File: config.mk
export PLATFORM = sky130hd
export DESIGN_NAME = xorshift96_random_draw
export DESIGN_NICKNAME = d
export VERILOG_FILES = /design/src/rtl/core/xs96_pkg.sv /design/src/rtl/core/xorshift96_random_draw.sv /design/src/rtl/core/xs96_gen.sv /design/src/rtl/core/xs96_rem.sv
export SDC_FILE = /design/constraint.sdc
export NUM_CORES = 1
export LEC_CHECK = 0
export ABC_AREA = 1
export BUFFER_PORTS_ARGS = -buffer_cell sky130_fd_sc_hd__buf_2
export CAP_MARGIN = 25
export CORE_ASPECT_RATIO = 0.5
export CORE_MARGIN = 2
export CORE_UTILIZATION = 50
export DETAILED_ROUTE_END_ITERATION = 6
export PLACE_DENSITY = 0.69
export REMOVE_ABC_BUFFERS = 1
export SLEW_MARGIN = 20
export SYNTH_ARGS = -nofsm -noshare
export SYNTH_HDL_FRONTEND = slang
export SYNTH_HIERARCHICAL = 1
export SYNTH_SLANG_ARGS = --single-unit
File: constraint.sdc
create_clock -name clk_i -period 3.7 [get_ports clk_i]
set_input_delay 0.185 -clock clk_i [delete_from_list [all_inputs] [get_ports clk_i]]
set_output_delay 0.185 -clock clk_i [all_outputs]
set_load 0.05 [all_outputs]
File: src/rtl/core/xs96_pkg.sv
package xs96_pkg;

  localparam int unsigned WordW = 32;

  typedef logic [WordW-1:0] word_t;

  typedef enum logic [1:0] {
    CMD_RESEED = 2'd0,
    CMD_RAW    = 2'd1,
    CMD_RANGE  = 2'd2,
    CMD_BOUNDS = 2'd3
  } xs96_cmd_e;

  localparam word_t ResetX = 32'd123456789;
  localparam word_t ResetY = 32'd362436069;
  localparam word_t ResetZ = 32'd521288629;

  localparam int unsigned ShiftA = 16;
  localparam int unsigned ShiftB = 5;
  localparam int unsigned ShiftC = 1;

endpackage

File: src/rtl/core/xorshift96_random_draw.sv
// xorshf96 random draw. A reseed word is taken on acceptance and gives no
// result. A raw draw, or a reduced draw whose divisor is zero (zero_divisor_o
// set, raw value returned), gives its result in the cycle after acceptance. A
// draw reduced modulo range_value_i or (high_bound_i - low_bound_i + 1) runs
// a shared restoring remainder unit at one quotient bit per cycle, and the
// result is registered once that unit signals done. in_ready_o is low from
// acceptance of a draw until its result word is taken.
module xorshift96_random_draw (
  input  logic                  clk_i,
  input  logic                  rst_ni,
  input  logic                  in_valid_i,
  output logic                  in_ready_o,
  input  logic [1:0]            cmd_i,
  input  xs96_pkg::word_t       seed_value_i,
  input  xs96_pkg::word_t       range_value_i,
  input  xs96_pkg::word_t       low_bound_i,
  input  xs96_pkg::word_t       high_bound_i,
  output logic                  out_valid_o,
  input  logic                  out_ready_i,
  output xs96_pkg::word_t       random_value_o,
  output logic                  zero_divisor_o
);
  import xs96_pkg::*;

  typedef enum logic [2:0] {
    ST_IDLE = 3'b001,
    ST_DIV  = 3'b010,
    ST_OUT  = 3'b100
  } state_e;

  state_e    state_q, state_d;
  logic      add_low_q, add_low_d;
  word_t     low_q, low_d;
  word_t     val_q, val_d;
  logic      flag_q, flag_d;
  xs96_cmd_e cmd;
  logic      accept;
  logic      gen_load, gen_adv;
  logic      rem_start, rem_done;
  word_t     z_next, rem;
  word_t     divisor;

  assign cmd    = xs96_cmd_e'(cmd_i);
  assign accept = in_valid_i && in_ready_o;

  assign divisor = (cmd == CMD_RANGE) ? range_value_i
                                      : (high_bound_i - low_bound_i + 32'd1);

  xs96_gen u_gen (
    .clk_i     (clk_i),
    .rst_ni    (rst_ni),
    .load_i    (gen_load),
    .advance_i (gen_adv),
    .seed_i    (seed_value_i),
    .z_next_o  (z_next)
  );

  xs96_rem u_rem (
    .clk_i      (clk_i),
    .rst_ni     (rst_ni),
    .start_i    (rem_start),
    .dividend_i (z_next),
    .divisor_i  (divisor),
    .done_o     (rem_done),
    .rem_o      (rem)
  );

  always_comb begin
    state_d   = state_q;
    add_low_d = add_low_q;
    low_d     = low_q;
    val_d     = val_q;
    flag_d    = flag_q;
    gen_load  = 1'b0;
    gen_adv   = 1'b0;
    rem_start = 1'b0;
    unique case (state_q)
      ST_IDLE: begin
        if (accept) begin
          if (cmd == CMD_RESEED) begin
            gen_load = 1'b1;
          end else begin
            gen_adv = 1'b1;
            if (cmd == CMD_RAW || divisor == '0) begin
              val_d   = z_next;
              flag_d  = (cmd != CMD_RAW);
              state_d = ST_OUT;
            end else begin
              rem_start = 1'b1;
              add_low_d = (cmd == CMD_BOUNDS);
              low_d     = low_bound_i;
              flag_d    = 1'b0;
              state_d   = ST_DIV;
            end
          end
        end
      end
      ST_DIV: begin
        if (rem_done) begin
          val_d   = add_low_q ? (low_q + rem) : rem;
          state_d = ST_OUT;
        end
      end
      ST_OUT: begin
        if (out_ready_i) begin
          state_d = ST_IDLE;
        end
      end
      default: begin
        state_d = ST_IDLE;
      end
    endcase
  end

  always_ff @(posedge clk_i or negedge rst_ni) begin
    if (!rst_ni) begin
      state_q <= ST_IDLE;
    end else begin
      state_q <= state_d;
    end
  end

  always_ff @(posedge clk_i) begin
    add_low_q <= add_low_d;
    low_q     <= low_d;
    val_q     <= val_d;
    flag_q    <= flag_d;
  end

  assign in_ready_o     = (state_q == ST_IDLE);
  assign out_valid_o    = (state_q == ST_OUT);
  assign random_value_o = val_q;
  assign zero_divisor_o = flag_q;

endmodule

File: src/rtl/core/xs96_gen.sv
module xs96_gen (
  input  logic            clk_i,
  input  logic            rst_ni,
  input  logic            load_i,
  input  logic            advance_i,
  input  xs96_pkg::word_t seed_i,
  output xs96_pkg::word_t z_next_o
);
  import xs96_pkg::*;

  word_t x_q, y_q, z_q;
  word_t x_d, y_d, z_d;
  word_t t0, t1, t2;

  always_comb begin
    t0 = x_q ^ (x_q << ShiftA);
    t1 = t0 ^ (t0 >> ShiftB);
    t2 = t1 ^ (t1 << ShiftC);
  end

  assign z_next_o = t2 ^ y_q ^ z_q;

  always_comb begin
    x_d = x_q;
    y_d = y_q;
    z_d = z_q;
    if (load_i) begin
      x_d = seed_i;
    end else if (advance_i) begin
      x_d = y_q;
      y_d = z_q;
      z_d = z_next_o;
    end
  end

  always_ff @(posedge clk_i or negedge rst_ni) begin
    if (!rst_ni) begin
      x_q <= ResetX;
      y_q <= ResetY;
      z_q <= ResetZ;
    end else begin
      x_q <= x_d;
      y_q <= y_d;
      z_q <= z_d;
    end
  end

endmodule

File: src/rtl/core/xs96_rem.sv
module xs96_rem (
  input  logic            clk_i,
  input  logic            rst_ni,
  input  logic            start_i,
  input  xs96_pkg::word_t dividend_i,
  input  xs96_pkg::word_t divisor_i,
  output logic            done_o,
  output xs96_pkg::word_t rem_o
);
  import xs96_pkg::*;

  localparam int unsigned CntW = $clog2(WordW);

  logic            busy_q, busy_d;
  logic            done_q, done_d;
  logic [CntW-1:0] cnt_q, cnt_d;
  word_t           rem_q, rem_d;
  word_t           dvd_q, dvd_d;
  word_t           dsr_q, dsr_d;
  logic [WordW:0]  trial;
  logic [WordW:0]  diff;

  always_comb begin
    trial = {rem_q, dvd_q[WordW-1]};
    diff  = trial - {1'b0, dsr_q};
  end

  always_comb begin
    busy_d = busy_q;
    done_d = 1'b0;
    cnt_d  = cnt_q;
    rem_d  = rem_q;
    dvd_d  = dvd_q;
    dsr_d  = dsr_q;
    if (start_i) begin
      busy_d = 1'b1;
      cnt_d  = CntW'(WordW - 1);
      rem_d  = '0;
      dvd_d  = dividend_i;
      dsr_d  = divisor_i;
    end else if (busy_q) begin
      rem_d = diff[WordW] ? trial[WordW-1:0] : diff[WordW-1:0];
      dvd_d = {dvd_q[WordW-2:0], 1'b0};
      cnt_d = cnt_q - 1'b1;
      if (cnt_q == '0) begin
        busy_d = 1'b0;
        done_d = 1'b1;
      end
    end
  end

  always_ff @(posedge clk_i or negedge rst_ni) begin
    if (!rst_ni) begin
      busy_q <= 1'b0;
      done_q <= 1'b0;
      cnt_q  <= '0;
    end else begin
      busy_q <= busy_d;
      done_q <= done_d;
      cnt_q  <= cnt_d;
    end
  end

  always_ff @(posedge clk_i) begin
    rem_q <= rem_d;
    dvd_q <= dvd_d;
    dsr_q <= dsr_d;
  end

  assign done_o = done_q;
  assign rem_o  = rem_q;

endmodule
* Word level (Yosys, flattened, before mapping)
Cells that the tools add are included.
Storage, ports and cells: memories 0, ROM bits 0, logic and storage cells 88, input bits 134, latch bits 0, RAM bits 0, bits in registers 268
Cells by class: muxes and demuxes 36, eq/ne operators 12, add/sub/neg operators 5, bitwise operators 8, div/mod/pow operators 0, reductions and logical operators 13, multiply operators 0, shift-type cells 0, order comparisons 0
Operators with widths (number):
- $mux 32 | 11
- $xor 32x32->32 | 4
- $pmux 32 s2 | 1
- $sub 33x32->33 | 1
- $add 32x1->32 const B | 1
- $add 32x32->32 | 1
- $logic_not 32->1 | 1
- $sub 32x32->32 | 1
- $xor 32x27->32 | 1
- $mux 1 | 16
- $mux 3 | 5
- $mux 5 | 2
- $ne 2x1->1 const B | 5
- $pmux 3 s3 | 1
- $reduce_and 4->1 | 2
- $reduce_bool 2->1 | 3
- $logic_not 5->1 | 1
- $reduce_and 5->1 | 1
- $sub 5x1->5 const B | 1
- $eq 2x2->1 const B | 2
- $eq 3x1->1 const B | 1
- $eq 3x2->1 const B | 1
- $eq 3x3->1 const B | 1
- $not 1->1 | 3
- other kinds (7) | 7

* Longest topological paths before layout
Gate-level depths: netlist of the first run.
depth after elaboration 10, gate-level depth with buffers 28, gate-level depth less buffers 27

* Modules after synthesis
Netlist of the first run, hierarchy kept.
By module, submodules not included:
- xorshift96_random_draw | times used 1, cells an instance 1234, area an instance 7922.6 sq um, seq. area each 2058.2 sq um
- xs96_rem | times used 1, cells an instance 1029, area an instance 6877.8 sq um, seq. area each 2737.6 sq um
- xs96_gen | times used 1, cells an instance 851, area an instance 5863.1 sq um, seq. area each 2463.6 sq um

* Worst setup path after synthesis of the first run
No wires, ideal clock.
kind input-to-reg, start in high_bound_i[1], end reg u_rem.dvd_q[0] (enable), path buffers 1, slack -0.859 ns, arrival time 4.173 ns, stages on the path 23, path through inv_1 -> ha_1 -> inv_1 -> ha_1 -> fa_1 -> nand3_1 -> nand3_1 -> nand2_1 -> nand2_1 -> nand2_1 -> nand3_1 -> nand2_1 -> nand3_1 -> nand2_1 -> nor2_1 -> nand3_1 -> nor2_1 -> nand2_1 -> nand4_1 -> inv_1 -> nor2_1 -> clkbuf_1 -> inv_1
Between the ends: longest elaborated chain between the ends 10
RTL lines:
- start, declared | RTL line xorshift96_random_draw.sv:17 | input xs96_pkg::word_t high_bound_i,
- $sub 32x32->32 | RTL line xorshift96_random_draw.sv:47 | : (high_bound_i - low_bound_i + 32'd1);
- $add 32x1->32 | RTL line xorshift96_random_draw.sv:47
- $mux 32 | RTL line xorshift96_random_draw.sv:46 | assign divisor = (cmd == CMD_RANGE) ? range_value_i
- named net divisor[25] | RTL line xorshift96_random_draw.sv:41 | word_t divisor;
- $logic_not 32->1 | RTL line xorshift96_random_draw.sv:84 | if (cmd == CMD_RAW || divisor == '0) begin
- $logic_or 1x1->1 | RTL line xorshift96_random_draw.sv:84
- $mux 1 | RTL line xorshift96_random_draw.sv:84
- $mux 1 | RTL line xorshift96_random_draw.sv:80 | if (cmd == CMD_RESEED) begin
- $mux 1 | RTL line xorshift96_random_draw.sv:79 | if (accept) begin
- $mux 1 | RTL line xorshift96_random_draw.sv:77 | unique case (state_q)
- named net rem_start | RTL line xorshift96_random_draw.sv:39 | logic rem_start, rem_done;
- $reduce_bool 2->1 (no source line)
- end signal, assigned | RTL line xs96_rem.sv:66 | dvd_q <= dvd_d;
- end, declared | RTL line xs96_rem.sv:18 | word_t dvd_q, dvd_d;
The timed path passes the listed nets, and every way through them passes these cells. A chain may end at the register's enable or synchronous reset.

* Final worst setup path of the first run
start in low_bound_i[3], end reg u_rem.rem_q[29] (netlist: u_rem/rem_o[29])
Between the ends: longest elaborated chain between the ends 9
RTL lines:
- start, declared | RTL line xorshift96_random_draw.sv:16 | input xs96_pkg::word_t low_bound_i,
- $sub 32x32->32 | RTL line xorshift96_random_draw.sv:47
- $add 32x1->32 | RTL line xorshift96_random_draw.sv:47
- $mux 32 | RTL line xorshift96_random_draw.sv:46
- named net divisor[30] | RTL line xorshift96_random_draw.sv:41
- $logic_not 32->1 | RTL line xorshift96_random_draw.sv:84
- $logic_or 1x1->1 | RTL line xorshift96_random_draw.sv:84
- $mux 1 | RTL line xorshift96_random_draw.sv:84
- $mux 1 | RTL line xorshift96_random_draw.sv:80
- $mux 1 | RTL line xorshift96_random_draw.sv:79
- $mux 1 | RTL line xorshift96_random_draw.sv:77
- named net rem_start | RTL line xorshift96_random_draw.sv:39
- end signal, assigned | RTL line xs96_rem.sv:65 | rem_q <= rem_d;
- end, declared | RTL line xs96_rem.sv:17 | word_t rem_q, rem_d;
The timed path passes the listed nets, and every way through them passes these cells.

==> impl_metrics.yaml, run 1 <==
routing:
  wl_mm: 65.0
  wl_per_cell_um: 16.5
  vias_per_cell: 5.18
  drc: 0
  drtAntennaViolNets: 0
  drt-initial-drc-count: 1923
  first_pass_iters: 6
  top_layer: "met4"
  wl_met2_mm: 28.9
  wl_met1_mm: 29.5
  vias: 20402
  met3_length_mm: 4.57
floorplanning:
  core_area_sq_mm: 0.0406
  rows: 52
  start_util_pct: 50.9
  die_w_um: 291
  ios: 169
  die_h_um: 148
  dieArea_sq_mm: 0.0431
clocking:
  cts-root-buf: "clkbuf_16"
  tritoncts: "built"
  h-tree-depth: 1
  cts_sinks: 268
  cts-buffers-inserted: 26
  worstSkewPairLatency_ps: 570
  cts.reportedPaths.clkPinSlew_ps: 70
  max-clock-path-buffers: 3
sta:
  tightest_slew_ps: 850
  slew_violations: 0
  hold_viol: 0
  setup_viol: 0
  fin_crit_sh_pct: 96.1
  post-route-min-period_ps: 3560
  skew_ps: 14.3
  timing.slew.headroom_pct: 43.3
  max_freq_ghz: 0.281
setup_path:
  path_delay_family: "simple AND/OR/NAND/NOR gates"
  slowest_stage: "dlygate4sd3_1"
  worstPathRequired_ps: 4180
  slowest_delay_ps: 550
  crit_cells: 29
  cp-end-kind: "flip-flop"
  path_buf_inv: 7
  crit_top_cell: "nand2_1"
  worstRegToRegCells: 17
  criticalPathCategory: "input port to flip-flop"
  start_kind: "input port"
  cp_max_fo: 6
  cp.arrival_ps: 4040
logic_synthesis:
  synth_area_sq_mm: 0.0207
  yosys_warnings: 6
  ys_async_sr_fraction_pct: 39.6
  ys_types: 50
  yosysSeqAreaShare_pct: 35.1
  synth_flop_cell: "edfxtp_1"
  synthCells: 3114
  synth_seq_cells: 268
  syn_avg_cell_area_sq_um: 6.64
  synth_edf_count: 130
global_route:
  first_global_vias: 18767
  antenna_found_initial: 0
  grt_overflow_total: 0
  grt_pass1_wl_mm: 100
  grt_start_max_net_pins: 95
  grt_util_all_layers_pct: 29.6
hold_path:
  hold_path_depth: 3
  holdCritPathClass: "input port to flip-flop"
place:
  hpwl_mm: 50.3
  place_inst: 3804
  numPortBuffers: 168
  gp_congestion: 0.948
power_and_ir_drop:
  ir_drop_mv: 0.443
  p_leak_nw: 13.0
  pwr_density_cell_mw_per_mm2: 959
run:
  maxCapViolCount: 0
final_layout:
  fin_cells: 3937
  utilization_pct: 59.9
  nNetsFinal: 3640
  drive_gt1_share_pct: 11.5
  areaGrowthSynthToFinish_pct: 17.7
  n_antenna_cell: 0
run_status:
  outcome: "completed"
synthesized netlist by cell type, drive strengths merged, types with 2 or more instances:
| library cell | number | area share (%) |
|---|---|---|
| dfstp | 50 | 6.4 |
| nand4 | 21 | 0.64 |
| inv | 508 | 9.2 |
| nor4 | 3 | 0.091 |
| dfxtp | 32 | 3.1 |
| nand3 | 183 | 4.5 |
| buf | 25 | 0.81 |
| nand3b | 21 | 0.76 |
| a21o | 6 | 0.22 |
| xor2 | 31 | 1.3 |
| clkbuf | 35 | 0.64 |
| nor2 | 171 | 3.2 |
| nand2 | 1376 | 25 |
| nor3 | 20 | 0.51 |
| fa | 3 | 0.29 |
| xnor2 | 57 | 2.4 |
| or2 | 18 | 0.54 |
| o21ai | 76 | 1.8 |
| a21oi | 81 | 2.0 |
| edfxtp | 130 | 19 |
| o211ai | 45 | 1.6 |
| a31oi | 4 | 0.12 |
| o221ai | 3 | 0.13 |
| o21a | 2 | 0.073 |
| and2 | 11 | 0.33 |
| o21bai | 7 | 0.25 |
| ha | 126 | 7.6 |
| a221oi | 3 | 0.13 |
| dfrtp | 56 | 6.8 |
layer usage:
metal | global-route usage [%] | up-vias
met3 | 3.52 | 114
met1 | 41.6 | 9357
li1 | - | 10236
met4 | 7.58 | 0
met2 | 48.6 | 695
met5 | 0 | -
repair_timing:
| action | CTS | global route |
|---|---|---|
| endpoints found under the hold margin | 108 | 0 |
| hold buffers | 81 | 0 |
| endpoints found under the setup margin | 0 | 200 |
| setup buffers | 0 | 1 |
| gates resized for setup | 0 | 58 |
layout by cell type, fill, tap and decap left out, types with 23 or more instances in the layout:
cell type	synthesis	final
o211ai_1	45	45
clkbuf_16	0	29
nand2_2	17	23
xor2_1	31	31
nand2_1	1356	1350
edfxtp_1	130	130
buf_2	13	167
nand3_1	182	180
nor2_1	163	149
dfrtp_1	56	56
inv_1	502	500
dfstp_2	50	50
buf_4	1	31
dlygate4sd3_1	0	81
xnor2_1	57	57
ha_1	126	108
dfxtp_1	32	32
o21ai_0	65	65
a21oi_1	81	77
path summary, 6_finish.rpt:
path	startpoint	to	slack, ps
setup / recovery	low_bound_i[3]	u_rem/rem_o[29]	140
hold / removal	range_value_i[1]	u_rem/dsr_q[1]	20
setup reg to reg	u_rem/rem_o[0]	random_value_o[30]	620
hold reg to reg	u_gen/z_q[20]	u_gen/y_q[20]	480
max in group asynchronous	rst_ni	u_gen/y_q[5]	2670
min in group asynchronous	rst_ni	u_gen/z_q[14]	270
power by group:
group / internal [mW] / total, mW / leakage (nW) / switching, mW
logic: 4.75 / 14.6 / 9.84 / 9.84
clock network: 1.44 / 2.65 / 0.391 / 1.21
registers: 4.92 / 6.06 / 2.76 / 1.13
total: 11.1 / 23.3 / 13.0 / 12.2
sequential cells by signal, summed over array words and instances (netlist names):
register,flops
add_low_q,1
low_q,32
random_value_o,32
state_q,3
u_gen/x_q,32
u_gen/y_q,32
u_gen/z_q,32
u_rem/busy_q,1
u_rem/cnt_q,5
u_rem/done_o,1
u_rem/dsr_q,32
u_rem/dvd_q,32
u_rem/rem_o,32
zero_divisor_o,1
cells by family after synthesis:
family          count (synthesis)  synth area share, %
compound gates                232                 6.56
xor+xnor                       88                 3.73
fa+ha+maj                     129                 7.92
buf+inv                       569                 10.7
flops                         268                 35.1
simple gates                 1828                 36.0
cell type report:
cell class,instances,area (sq um)
clock buffer,34,681
clock inverter,14,134
fill,3871,16300
inverter,509,1910
multi-input combinational,2277,11500
sequential,268,7260
tap,540,676
timing repair buffer,295,2200
worst register-to-register path, stage by stage, from the launching register on:
cell and delay, ps:
dfxtp_1 430, ha_1 210, inv_1 60, fa_1 410
inv_1 70, nand3_1 60, nand2_1 110, a21oi_1 100
inv_1 110, nand2_1 60, nand2_1 140, nand2_1 80
o211ai_1 190, nand2_1 130, nand3_1 90, nand2_1 50
o221ai_1 320, nand2_1 180
metrics by stage:
stage               hold slack (ps)  power, mW  TNS [ps]  setup slack (ps)  cell area, sq um
floorplan                      -111       15.7   -490720             -4080             20400
global placement                361       19.9         0              84.6             22300
detailed placement              353       20.1     -26.3             -14.4             22300
CTS                            2.96       22.9         0              59.7             24000
global route                   22.7       25.2     -15.7             -9.07             24300
finish                         23.4       23.3         0               143             24300
Power figures use the tool's default switching activity.
==> run 2, diff against run 1 <==
==> constraint.sdc (replaced) <==
create_clock -name clk_i -period 4.1 [get_ports clk_i]
set_input_delay 0.205 -clock clk_i [delete_from_list [all_inputs] [get_ports clk_i]]
set_output_delay 0.205 -clock clk_i [all_outputs]
set_load 0.05 [all_outputs]
==> impl_metrics.yaml, run 2 (synthesized netlist as in run 1, its figures left out) <==
routing:
  vias_per_cell: 5.12
  met3_length_mm: 4.42
  wl_met2_mm: 28.3
  drc: 0
  drt-initial-drc-count: 1842
  vias: 20081
  wl_met1_mm: 29.5
  wl_mm: 64.0
  wl_per_cell_um: 16.3
  first_pass_iters: 6
  top_layer: "met4"
  drtAntennaViolNets: 0
sta:
  fin_crit_sh_pct: 91.6
  rsz0062_at_grt: "false"
  setup_ws_ps: 344
  post-route-min-period_ps: 3760
  slew_violations: 0
  timing.slew.headroom_pct: 32.9
  skew_ps: 36.5
  tightest_slew_ps: 1010
  max_freq_ghz: 0.266
  hold_viol: 0
  final.hold.worst_slack_ps: 39.9
  setup_viol: 0
power_and_ir_drop:
  fin_total_pwr_mw: 21.3
  power.switching_mw: 11.0
  combPwrFrac_pct: 60.5
  p_int_mw: 10.3
  pwr_density_cell_mw_per_mm2: 885
  ir_drop_mv: 0.407
  swShare_pct: 51.7
  p_leak_nw: 13.0
  p_clk_share_pct: 13.7
  seqPwrFrac_pct: 25.8
global_route:
  grt_pass1_wl_mm: 99.6
  grt_overflow_total: 0
  antenna_found_initial: 0
  grt_start_max_net_pins: 95
  first_global_vias: 18488
  grt_util_all_layers_pct: 29.4
setup_path:
  start_kind: "input port"
  cp.arrival_ps: 4240
  slowest_stage: "dlygate4sd3_1"
  worstPathRequired_ps: 4580
  cp_max_fo: 33
  crit_top_cell: "nand2_1"
  cp-end-kind: "flip-flop"
  criticalPathCategory: "input port to flip-flop"
  slowest_delay_ps: 550
clocking:
  max-clock-path-buffers: 3
  worstSkewPairLatency_ps: 600
  cts-buffers-inserted: 28
  cts_sinks: 268
  cts-root-buf: "clkbuf_16"
  tritoncts: "built"
  cts.reportedPaths.clkPinSlew_ps: 60
  h-tree-depth: 1
final_layout:
  areaGrowthSynthToFinish_pct: 16.3
  drive_gt1_share_pct: 10.2
  layout_commonest_cell: "nand2_1"
  fillers: 3900
  nNetsFinal: 3619
  multiInputGateArea_sq_mm: 0.0112
  utilization_pct: 59.2
  seq_area_sq_mm: 0.00726
  final_cell_mix: "nand2_1, inv_1, nand3_1"
floorplanning:
  rows: 52
  dieArea_sq_mm: 0.0431
  ios: 169
  die_w_um: 291
  start_util_pct: 50.9
  die_h_um: 148
  core_area_sq_mm: 0.0406
hold_path:
  holdCritPathClass: "input port to flip-flop"
place:
  numPortBuffers: 168
  hpwl_mm: 50.3
  place_ws_ps: 241
  gp_congestion: 0.948
run_status:
  outcome: "completed"
run:
  maxCapViolCount: 0
## run 2: changes by cell type in the layout (fill, tap and decap cells not counted), moves of 7 or more
cell | previous run | this run
ha_1 | 108 | 125
buf_4 | 31 | 18
nor2_1 | 149 | 161
ha_4 | 9 | 0
ha_2 | 9 | 1
nor2_2 | 16 | 9
## run 2: what timing repair did
action / CTS / global route
buffers inserted: 0 / 1
resized for setup: 0 / 7
setup endpoints to repair: 0 / 97
hold endpoints to repair: 133 / 0
hold buffers: 78 / 0
## run 2: path summary, 6_finish.rpt
check                                      start  slack (ps)                  to  cells past startpoint
worst min register to register     u_gen/y_q[17]         480       u_gen/y_q[17]                      2
worst max-delay path              low_bound_i[1]         340     u_rem/rem_o[31]                     26
worst min-delay path            range_value_i[5]          40      u_rem/dsr_q[5]                      3
max in group asynchronous                 rst_ni        3240       u_gen/y_q[17]                      3
min in group asynchronous                 rst_ni          70       u_gen/x_q[30]                      2
worst max register to register    u_rem/rem_o[0]        1000  random_value_o[30]                     17
## run 2: final cells by class
| class | count | share of cell area [%] |
|---|---|---|
| Antenna cell | 1 | 0.0104 |
| Clock buffer | 32 | 3.11 |
| Clock inverter | 20 | 1.26 |
| Inverter | 509 | 7.95 |
| Multi-Input combinational cell | 2277 | 46.7 |
| Sequential cell | 268 | 30.2 |
| Tap cell | 540 | 2.81 |
| Timing Repair Buffer | 272 | 7.99 |
## run 2: power by group through the flow
| stage | Sequential, mW | Clock, mW | Combinational [mW] |
|---|---|---|---|
| CTS | 5.47 | 2.96 | 12.7 |
| global placement | 5.49 | 0 | 12.3 |
| floorplan | 5.72 | 0 | 8.45 |
| finish | 5.50 | 2.92 | 12.9 |
| global route | 5.61 | 3.07 | 14.3 |
| detailed placement | 5.50 | 0 | 12.6 |
## run 2: through the flow
step | instances | TNS [ps] | instance area, sq um
floorplan | 3054 | -395730 | 20400
global placement | 3786 | 0 | 22100
detailed placement | 3787 | 0 | 22200
CTS | 3917 | 0 | 24000
global route | 3918 | 0 | 24000
finish | 3919 | 0 | 24000
## run 2: per-layer routing
| layer | up-vias | track usage, % |
|---|---|---|
| met5 | - | 0 |
| met1 | 9168 | 40.8 |
| met4 | 0 | 7.96 |
| met3 | 94 | 4.74 |
| met2 | 613 | 47.7 |
| li1 | 10206 | - |
## run 2: worst max-delay path, delay by kind of cell
family | cells | cell delay [ps]
compound gates | 2 | 320
fa+ha+maj | 3 | 1030
buf+inv | 6 | 1110
simple gates | 15 | 1550
